[src/hw/rtl/vgrt_pkg.sv]
package vgrt_pkg;

    // Item kinds
    localparam logic FUNC_WRITE = 1'b0;
    localparam logic FUNC_RAY   = 1'b1;

    localparam int DIR_BITS = 14;
    localparam int T_BITS   = 41;

    // Walker states
    typedef enum logic [2:0] {
        WK_IDLE,
        WK_DIV,
        WK_CLEAR,
        WK_READ,
        WK_TEST,
        WK_DONE
    } wk_state_t;

    // Command passed from the front to the back part
    typedef struct packed {
        logic        func;
        logic [5:0]  cell_x;
        logic [5:0]  cell_y;
        logic [5:0]  cell_z;
        logic        cell_solid;
        logic [15:0] origin_x;
        logic [15:0] origin_y;
        logic [15:0] origin_z;
        logic [15:0] dir_x;
        logic [15:0] dir_y;
        logic [15:0] dir_z;
    } vgrt_cmd_t;

    // One result beat
    typedef struct packed {
        logic       hit;
        logic [5:0] hit_x;
        logic [5:0] hit_y;
        logic [5:0] hit_z;
        logic [1:0] normal_x;
        logic [1:0] normal_y;
        logic [1:0] normal_z;
    } vgrt_res_t;

endpackage

[src/hw/rtl/vgrt_cmd_fifo.sv]
module vgrt_cmd_fifo (
    input  logic                 clk,
    input  logic                 rst_n,
    input  logic                 push,
    input  vgrt_pkg::vgrt_cmd_t  push_data,
    output logic                 full,
    input  logic                 pop,
    output vgrt_pkg::vgrt_cmd_t  pop_data,
    output logic                 empty
);
    import vgrt_pkg::*;

    vgrt_cmd_t  slot_reg [2];
    logic       wr_ptr_reg;
    logic       rd_ptr_reg;
    logic [1:0] count_reg;

    assign full     = (count_reg == 2'd2);
    assign empty    = (count_reg == 2'd0);
    assign pop_data = slot_reg[rd_ptr_reg];

    // Store incoming beat
    always_ff @(posedge clk)
    begin
        if (push && !full)
        begin
            slot_reg[wr_ptr_reg] <= push_data;
        end
    end

    // Advance pointers and count
    always_ff @(posedge clk or negedge rst_n)
    begin
        if (!rst_n)
        begin
            wr_ptr_reg <= 1'b0;
            rd_ptr_reg <= 1'b0;
            count_reg  <= 2'd0;
        end
        else
        begin
            if (push && !full)
            begin
                wr_ptr_reg <= ~wr_ptr_reg;
            end
            if (pop && !empty)
            begin
                rd_ptr_reg <= ~rd_ptr_reg;
            end
            count_reg <= count_reg + {1'b0, push && !full} - {1'b0, pop && !empty};
        end
    end
endmodule

[config.mk]
export PLATFORM = sky130hd
export DESIGN_NAME = vgrt_cmd_fifo
export DESIGN_NICKNAME = d
export VERILOG_FILES = /design/src/hw/rtl/vgrt_pkg.sv /design/src/hw/rtl/vgrt_cmd_fifo.sv
export SDC_FILE = /design/constraint.sdc
export NUM_CORES = 1
export LEC_CHECK = 0
export BUFFER_PORTS_ARGS = -buffer_cell sky130_fd_sc_hd__buf_4
export CORE_MARGIN = 5
export CORE_UTILIZATION = 30
export CTS_BUF_LIST = sky130_fd_sc_hd__clkbuf_4 sky130_fd_sc_hd__clkbuf_8 sky130_fd_sc_hd__clkbuf_16
export DETAILED_ROUTE_END_ITERATION = 16
export PLACE_DENSITY_LB_ADDON = 0.3
export SLEW_MARGIN = 20
export SYNTH_ARGS = -nofsm -noshare
export SYNTH_HDL_FRONTEND = slang
export SYNTH_SLANG_ARGS = --single-unit
[constraint.sdc]
create_clock -name clk -period 8.1 [get_ports clk]
set_clock_uncertainty 0.1 [all_clocks]
set_input_delay 1.62 -clock clk [delete_from_list [all_inputs] [get_ports clk]]
set_output_delay 1.62 -clock clk [all_outputs]
set_load 0.01 [all_outputs]
[Yosys cells after proc, flatten, opt, wreduce, memory -nomap -nowiden]
Memories as Yosys holds them, arrays and structs flattened.
Index checks and enable logic that the tools add are counted.
W data, S select, Z words.
Operators by class
  reductions and logical operators: 5
  bitwise logic cells: 2
  multiplexer cells: 2
  eq/ne operators: 1
  add/subtract/negate cells: 2
Operators by type and width (count)
  $add A2 B1 Y2: 1
  $eq A2 B2 Y1 const B: 1
  $logic_and A1 B1 Y1: 2
  $logic_not A1 Y1: 2
  $logic_not A2 Y1: 1
  $mux W1: 2
  $not A1 Y1: 2
  $sub A2 B1 Y2: 1
Word-level totals
  input port bits: 120
  bits in registers: 4
  logic and storage cells: 16
  memories: 1
  output and inout port bits: 118
  RAM bits: 232
Memory list
  slot_reg: words 2, bits a word 116, read ports 1, clocked after Yosys merged registers in 0, wr ports 1, line vgrt_cmd_fifo.sv:13  | vgrt_cmd_t slot_reg [2];

[Depth between registers and ports, before layout]
Gate-level depths: netlist of the first run.
  word-level depth: 5
  mapped depth: 7
  depth with buffers taken out: 7

[Worst setup path after synthesis of the first run]
No wires, ideal clock.
  path kind: input to register
  start: in push
  end: mem slot_reg[0][0] in the netlist's numbering, enable pin
  stages: 2
  library setup time: 592 ps
  slack: 871 ps
  arrival time: 6537 ps
  path buffers: 0
  required time: 7408 ps
  path through: nand2_1 > nor2_1
On the way
  word-level cells in the longest chain between the ends: 3
RTL lines
  from (decl): line vgrt_cmd_fifo.sv:4  | input logic push,
  $logic_and A1 B1 Y1: line vgrt_cmd_fifo.sv:25  | if (push && !full)
  $mux W1: line vgrt_cmd_fifo.sv:25
  $mux W1 (implied by the code): line vgrt_cmd_fifo.sv:27  | slot_reg[wr_ptr_reg] <= push_data;
  to (decl): line vgrt_cmd_fifo.sv:13
No other way between the ends.

==> out/qor.csv, run 1 <==
metric,value,unit
Top Usage Layer GRT,met2,
cell taking the most area after synthesis,edfxtp_1,
final hold vios,0,
largest net degree at the start of global routing,77,
Compound-Gate Fraction of Synth Area,0,
setup TNS,0,ns
Worst-Margin Slew,1.06,ns
synth unique cells,15,
"Max FO, Critical Path",59,
Clock Power Share,0.266,
Syn Inst Count,379,
Sequential Power Share,0.429,
YS warnings,0,
ranking of synthesized cells by area,"edfxtp_1 (80%), mux2_2 (11%), mux2_4 (5.2%)",
Slew HR,0.292,
switching part of the total,0.276,
Starting DRT DRC Count,175,
largest family of logic cells by synthesized area,multiplexers,
total grt overflow,0,
CP cell instances,buf_4 > mux2_2 > buf_4,
slowest cell on the critical path,dfrtp_4,
sequential-to-total area share from yosys stat,0.814,
DRC errors left,0,
PD cells,359,nW/um^2
drt wl/cell,17.5,um
Crit Path Category,reg -> out,
vias per cell,4.20,
met1 GRT Util,0.125,
"most common cell after layout, fill and taps aside",buf_4,
Worst-Skew Late Latency,0.51,ns
most frequent cells in the layout,"buf_4 (241), edfxtp_1 (232), mux2_2 (86)",
# H-tree levels,1,
HP Class,reg -> reg,
Post-Synth Adder-Cell Area,0.00288,
Root Driver,clkbuf_16,
global placement routability congestion,0.715,
first-pass GRT wire length,27800,um
unrepaired setup endpoints after global routing,no,
share of the synthesized area in the top cell type,0.803,
core area,28600,um^2
"slowest stage delay, CP",1.00,ns
initial antenna violation count,0,
"flops & latches, synth",236,
CP endpoint kind,primary output,
Worst EP arrival,2.96,ns
max-slew violation count,0,
Critical Path Source Type,register,
Max Root-Sink Buffers,3,
# port buffers,237,
Post-CTS Setup Repair Bufs,0,
routing usage on met3,0.0384,
fin crit share,0.578,
ANT cells,0,
met2 Use GR,0.189,
post-synthesis mux area share,0.163,
Synth Area in XOR/XNOR,0.00404,
status,"complete, no violations",
dpl cell area,10900,um^2
CTS resizes,0,
CTS tree,yes,
register clock-pin slew on the reported worst setup and hold paths,0.06,ns
Power Internal,3.05,mW
drt total wl,18100,um
Starting Density,0.303,
DP Wirelength,12100,um
TritonCTS buffer count,26,
Mean Syn Cell Area,22.9,um^2
final setup fails,0,
Max IR drop VDD,0.181,mV
io pins,238,
total track usage,0.107,
remaining antenna violation count,0,
clock period minus worst slack,4.68,ns
area delta synth->final,35.1,%
Logic pwr share,0.305,
CP dominant cell by count,buf_4,
design area,11700,um^2
Sink Count,236,
switching power,1.16,mW
Syn Nets,501,
Post-Syn Area,8680,um^2
Leak,4.42,nW
max reg flops,232,
f_max,213,MHz
row count,62,
number of global-route vias before repair,4914,
max_cap viols,0,
layout cells sized above 1,0.615,
CP required,6.38,ns
die height,180,um
drt pass-1 iters,5,
vias,4353,
number of nets in the layout,757,
Post-CTS Hold Fix Bufs,0,
DIE WIDTH,180,um
die area,32400,um^2
post-synthesis simple-gate area fraction,0.00346,
[cell families (layout without fill, tap and decap cells)]
| logic type | after synthesis | in the layout |
|---|---|---|
| flops | 236 | 236 |
| mux | 116 | 116 |
| buf+inv | 15 | 288 |
| simple gates | 6 | 6 |
| xor+xnor | 4 | 4 |
| fa+ha+maj | 2 | 2 |
[cell usage after synthesis (all sizes together)]
library cell and instances:
xnor2 3, edfxtp 232, nand2 1, nand2b 1, nor2b 1, nor2 2, ha 2, and3 1
inv 2, dfrtp 4, buf 13, mux2 116, xor2 1
[metrics by stage]
step                      hold WS (ns)  cells   util  power [mW]  setup slack [ns]
after floorplan                  0.361    379      -        2.57             0.871
after global placement           0.384    991  0.380        3.12              3.91
after CTS                        0.438   1036  0.410        4.31              3.25
after detailed placement         0.424    991  0.380        3.16              3.85
final                            0.435   1036  0.410        4.21              3.42
after global routing             0.466   1036  0.410        4.44              3.20
[cell type report]
type	count	area, um^2
well taps	384	480
clock inverters	8	37.5
inverters	2	7.51
clock buffers	37	801
repair buffers	241	1810
multi-input cells	128	1520
fillers	2582	16900
flip-flops and latches	236	7070
[routing by layer]
metal / wire [um] / up-vias
li1: - / 2015
met1: 6950 / 2130
met2: 9160 / 180
met3: 1600 / 28
met4: 379 / 0
met5: 0 / -
[power by group through the flow]
stage | registers, mW | logic, mW | clock network (mW)
after floorplan | 1.78 | 0.789 | 0
after global routing | 1.83 | 1.38 | 1.22
after CTS | 1.82 | 1.33 | 1.16
final | 1.81 | 1.28 | 1.12
after global placement | 1.83 | 1.30 | 0
after detailed placement | 1.84 | 1.32 | 0
[worst max-delay path, delay by kind of cell (launching register included)]
| kind | cells | cell delay [ns] |
|---|---|---|
| buffers and inverters | 2 | 0.93 |
| DFF | 1 | 1.00 |
| muxes | 1 | 0.43 |
[path summary, 6_finish.rpt]
kind / startpoint / to / slack (ns) / depth (start not counted)
max in group asynchronous: rst_n / rd_ptr_reg / 6.99 / 1
hold / removal: count_reg[1] / count_reg[1] / 0.43 / 1
min in group asynchronous: rst_n / rd_ptr_reg / 0.79 / 1
setup / recovery: rd_ptr_reg / pop_data[15] / 3.42 / 3
setup reg to reg: count_reg[1] / slot_reg[1][48] / 5.51 / 3
hold reg to reg: count_reg[1] / count_reg[1] / 0.43 / 1
Note: power is estimated with default switching activity, not from simulation.
==> run 2: changes to the inputs <==
Clock period 8.1 ns to 4.89 ns, I/O delays scaled along.
==> out/qor.csv, run 2 (synthesized netlist as in run 1, its figures left out) <==
metric,value,unit
status,"complete, no violations",
number of global-route vias before repair,4825,
Sequential Power Share,0.426,
"slowest stage delay, CP",0.94,ns
die area,32400,um^2
# H-tree levels,1,
f_max,275,MHz
worst r2r dst,slot_reg[1][97],
Critical Path Source Type,register,
switching power,1.94,mW
total track usage,0.107,
"Max FO, Critical Path",61,
fin crit share,0.742,
TritonCTS buffer count,26,
unrepaired setup endpoints after global routing,no,
switching part of the total,0.278,
pre-CTS setup slack,1.76,ns
row count,62,
"most common cell after layout, fill and taps aside",buf_4,
Reg-to-Reg Start,count_reg[1],
Root Driver,clkbuf_16,
Fill cells,2561,
clock period minus worst slack,3.63,ns
CP endpoint kind,primary output,
Leak,4.42,nW
final setup fails,0,
total grt overflow,0,
DIE WIDTH,180,um
area delta synth->final,35.5,%
hold_ws,0.159,ns
Clock Power Share,0.263,
Worst-Skew Late Latency,0.50,ns
DP Wirelength,12500,um
Worst-Margin Slew,0.952,ns
ANT cells,0,
max_cap viols,0,
vias per cell,4.22,
CTS resizes,0,
core area,28600,um^2
max-slew violation count,0,
first-pass GRT wire length,27800,um
PD cells,594,nW/um^2
Starting Density,0.303,
HP Class,in -> async,
max reg flops,232,
Post-CTS Setup Repair Bufs,0,
DRC errors left,0,
drt pass-1 iters,4,
setup TNS,0,ns
drt total wl,18400,um
Power Internal,5.05,mW
Crit Path Category,reg -> out,
slowest cell on the critical path,dfrtp_4,
Worst EP arrival,2.55,ns
CP cell instances,buf_12 > mux2_2 > buf_4,
global placement routability congestion,0.722,
Starting DRT DRC Count,199,
Slew HR,0.365,
vias,4381,
Worst Reg2Reg Path Length in Cells,4,
remaining antenna violation count,0,
die height,180,um
register clock-pin slew on the reported worst setup and hold paths,0.05,ns
layout cells sized above 1,0.611,
Post-CTS Hold Fix Bufs,0,
Max IR drop VDD,0.337,mV
drt wl/cell,17.7,um
Max Root-Sink Buffers,3,
number of nets in the layout,759,
Logic pwr share,0.311,
# port buffers,237,
io pins,238,
largest net degree at the start of global routing,76,
R2R Setup Slk,2.73,ns
final hold vios,0,
most frequent cells in the layout,"buf_4 (241), edfxtp_1 (232), mux2_2 (86)",
Setup WS post-layout,1.26,ns
CP required,3.81,ns
initial antenna violation count,0,
CTS tree,yes,
Sink Count,236,
run 2: cell count changes in the layout (fill, tap and decap cells not counted), sizes merged:
| cell | delta |
|---|---|
| buf | +2 |
| bufinv | +2 |
| clkbuf | -8 |
| clkinv | +6 |
| clkinvlp | +1 |
run 2: final cells by class:
| type | count | area [um^2] | share of cell area |
|---|---|---|---|
| tap | 384 | 480 | 0.0409 |
| multi-input combinational | 128 | 1520 | 0.129 |
| clock inverter | 17 | 130 | 0.0111 |
| inverter | 2 | 7.51 | 0.000639 |
| timing repair buffer | 243 | 1860 | 0.158 |
| sequential | 236 | 7070 | 0.601 |
| clock buffer | 29 | 691 | 0.0587 |
run 2: power groups by stage:
stage          clock network [mW]  logic, mW  registers [mW]
6_report                     1.84       2.17            2.97
5_1_grt                      2.01       2.32            3.02
4_1_cts                      1.90       2.21            3.00
3_5_place_dp                    0       2.20            3.04
3_3_place_gp                    0       2.17            3.01
2_1_floorplan                   0       1.31            2.93
run 2: stage by stage:
| step | instances | cell area, um^2 | utilization | power, mW |
|---|---|---|---|---|
| floorplan | 379 | 8680 | - | 4.24 |
| global placement | 992 | 10900 | 0.381 | 5.18 |
| detailed placement | 992 | 10900 | 0.381 | 5.23 |
| CTS | 1038 | 11700 | 0.410 | 7.10 |
| global route | 1039 | 11800 | 0.411 | 7.35 |
| finish | 1039 | 11800 | 0.411 | 6.99 |
run 2: routing by layer:
metal,global-route usage,vias to the layer above,share of wire
met2,0.186,161,0.51
li1,-,2025,-
met3,0.0303,35,0.062
met4,0.0333,0,0.031
met5,0,-,0
met1,0.129,2160,0.39
run 2: worst max-delay path: cells and delay by family, from the launching register on:
| family | cells | cell delay [ns] |
|---|---|---|
| buffers and inverters | 2 | 0.57 |
| flip-flops | 1 | 0.94 |
| multiplexers | 1 | 0.40 |
run 2: worst max path at each step:
stage                from              to  slack, ns
3_3_place_gp   rd_ptr_reg    pop_data[11]       1.83
2_1_floorplan        push  slot_reg[0][0]       0.26
6_report       rd_ptr_reg    pop_data[34]       1.26
4_1_cts        rd_ptr_reg    pop_data[34]       1.20
3_5_place_dp   rd_ptr_reg    pop_data[34]       1.76
5_1_grt        rd_ptr_reg    pop_data[34]       1.12
==> run 3: changes to the inputs <==
Settings changed: ABC_AREA set to 1.
Clock period 4.89 ns to 3.6 ns, I/O delays scaled along.
==> out/qor.csv, run 3 <==
metric,value,unit
"Buf+Inv Stages, Crit Path",3,
max_cap viols,0,
f_max,313,MHz
drt pass-1 iters,4,
Crit Path Category,reg -> out,
max-slew violation count,0,
Root Driver,clkbuf_16,
PD cells,820,nW/um^2
DP Wirelength,12200,um
DIE WIDTH,180,um
slowest cell on the critical path,dfrtp_4,
layout cells sized above 1,0.321,
ranking of synthesized cells by area,"edfxtp_1 (80%), nand2_1 (16%), dfrtp_1 (1.2%)",
CP dominant cell by count,nand2_1,
total track usage,0.116,
"most common cell after layout, fill and taps aside",nand2_1,
initial antenna violation count,0,
ANT cells,0,
"slowest stage delay, CP",0.65,ns
register clock-pin slew on the reported worst setup and hold paths,0.06,ns
synth unique cells,11,
Syn Nets,761,
vias per cell,4.17,
post-layout util,0.409,
total design power,9.59,mW
CTS tree,yes,
core area,28600,um^2
"flops & latches, synth",236,
design area,11700,um^2
Worst-Skew Late Latency,0.51,ns
drt wl/cell,15.2,um
Worst EP arrival,2.37,ns
Worst-Margin Slew,0.700,ns
"count leader, synth",nand2_1,
Max IR drop VDD,0.440,mV
clock period minus worst slack,3.19,ns
total grt overflow,0,
status,"complete, no violations",
HP Class,in -> reg,
io pins,238,
cell taking the most area after synthesis,edfxtp_1,
CP top delay family,buffers and inverters,
# H-tree levels,1,
vias,5380,
row count,62,
Commonest cells post-synth,"nand2_1 (361), edfxtp_1 (232), buf_2 (18)",
unrepaired setup endpoints after global routing,no,
Critical Path Source Type,register,
"Async S/R FF share, synth",0.0169,
first-pass GRT wire length,30300,um
most frequent cells in the layout,"nand2_1 (361), buf_4 (240), edfxtp_1 (232)",
Starting Density,0.303,
Sink Count,236,
DRC errors left,0,
final setup fails,0,
final hold vios,0,
Post-synth EDFFs,232,
CP endpoint kind,primary output,
area delta synth->final,34.9,%
setup TNS,0,ns
sequential-to-total area share from yosys stat,0.815,
Syn Inst Count,639,
Mean Syn Cell Area,13.6,um^2
Max Root-Sink Buffers,3,
remaining antenna violation count,0,
drt total wl,19600,um
"Max FO, Critical Path",50,
share of the synthesized area in the top cell type,0.803,
"Top FF cell, synth",edfxtp_1,
largest net degree at the start of global routing,117,
Leak,4.95,nW
global placement routability congestion,0.718,
dpl cell area,10900,um^2
# port buffers,237,
max reg flops,232,
Slew HR,0.534,
Starting DRT DRC Count,290,
Post-CTS Setup Repair Bufs,0,
YS warnings,0,
Post-Syn Area,8670,um^2
CP cell instances,inv_4 > buf_12 > nand2_1 > nand2_1 > buf_4,
number of global-route vias before repair,5398,
TritonCTS buffer count,26,
number of nets in the layout,1009,
CP required,2.78,ns
fin crit share,0.887,
Fill cells,2661,
die area,32400,um^2
die height,180,um
[run 3: changes by cell type in the layout (fill, tap and decap cells not counted), moves of 2 or more]
cell / change
mux2_2: -86
bufinv_16: -2
xnor2_1: -3
buf_12: +3
clkbuf_4: +5
inv_1: +7
mux2_4: -30
nand2_1: +360
clkinv_1: -4
nand3_1: +3
[run 3: kinds of logic after synthesis]
group	share of synthesized area
and+or+nand+nor	0.158
DFF	0.815
buffers and inverters	0.0237
adders and majority gates	0.00289
[run 3: report_power, final]
group	leakage (nW)	internal (mW)	switching [mW]	total [mW]
combinational	2.34	1.30	1.93	3.23
sequential	2.21	3.75	0.186	3.93
clock	0.403	1.42	0.997	2.42
total	4.95	6.47	3.12	9.59
[run 3: what timing repair did]
item / CTS / global route
hold buffers: 1 / 0
endpoints found under the hold margin: 4 / 0
gates resized for setup: 0 / 0
endpoints found under the setup margin: 0 / 0
[run 3: final cells by class]
cell class / instances / area (um^2) / share of cell area
repair buffers: 245 / 1890 / 0.162
multi-input cells: 367 / 1410 / 0.120
inverters: 11 / 47.5 / 0.00407
flip-flops and latches: 236 / 7070 / 0.605
clock buffers: 34 / 728 / 0.0623
well taps: 384 / 480 / 0.0411
clock inverters: 13 / 70.1 / 0.00599
[run 3: final timing paths]
kind | start | end | slack, ns | cells after the start
worst min-delay path | push_data[8] | slot_reg[0][8] | 0.29 | 1
min in group asynchronous | rst_n | wr_ptr_reg | 0.44 | 2
worst max-delay path | rd_ptr_reg | pop_data[76] | 0.41 | 5
max in group asynchronous | rst_n | rd_ptr_reg | 2.82 | 2
worst max register to register | rd_ptr_reg | rd_ptr_reg | 1.71 | 4
worst min register to register | wr_ptr_reg | wr_ptr_reg | 0.37 | 2
[run 3: worst reg2reg max path, stage by stage, from the launching register on]
cell and delay, ns:
dfrtp_4 0.65, inv_4 0.54, buf_4 0.36, nand3_1 0.10, nand2_1 0.07
[run 3: metal layers]
metal | global-route usage | share of wire | up-vias
met5 | 0 | 0 | -
met1 | 0.149 | 0.43 | 2523
met4 | 0.0314 | 0.023 | 0
met2 | 0.187 | 0.46 | 180
met3 | 0.0430 | 0.091 | 29
li1 | - | - | 2648
[run 3: through the flow]
step | hold WS, ns | setup WS [ns] | instances
2_1_floorplan | 0.324 | 0.532 | 639
3_3_place_gp | 0.358 | 0.911 | 1242
3_5_place_dp | 0.359 | 0.886 | 1242
4_1_cts | 0.246 | 0.332 | 1290
5_1_grt | 0.247 | 0.236 | 1290
6_report | 0.285 | 0.407 | 1290
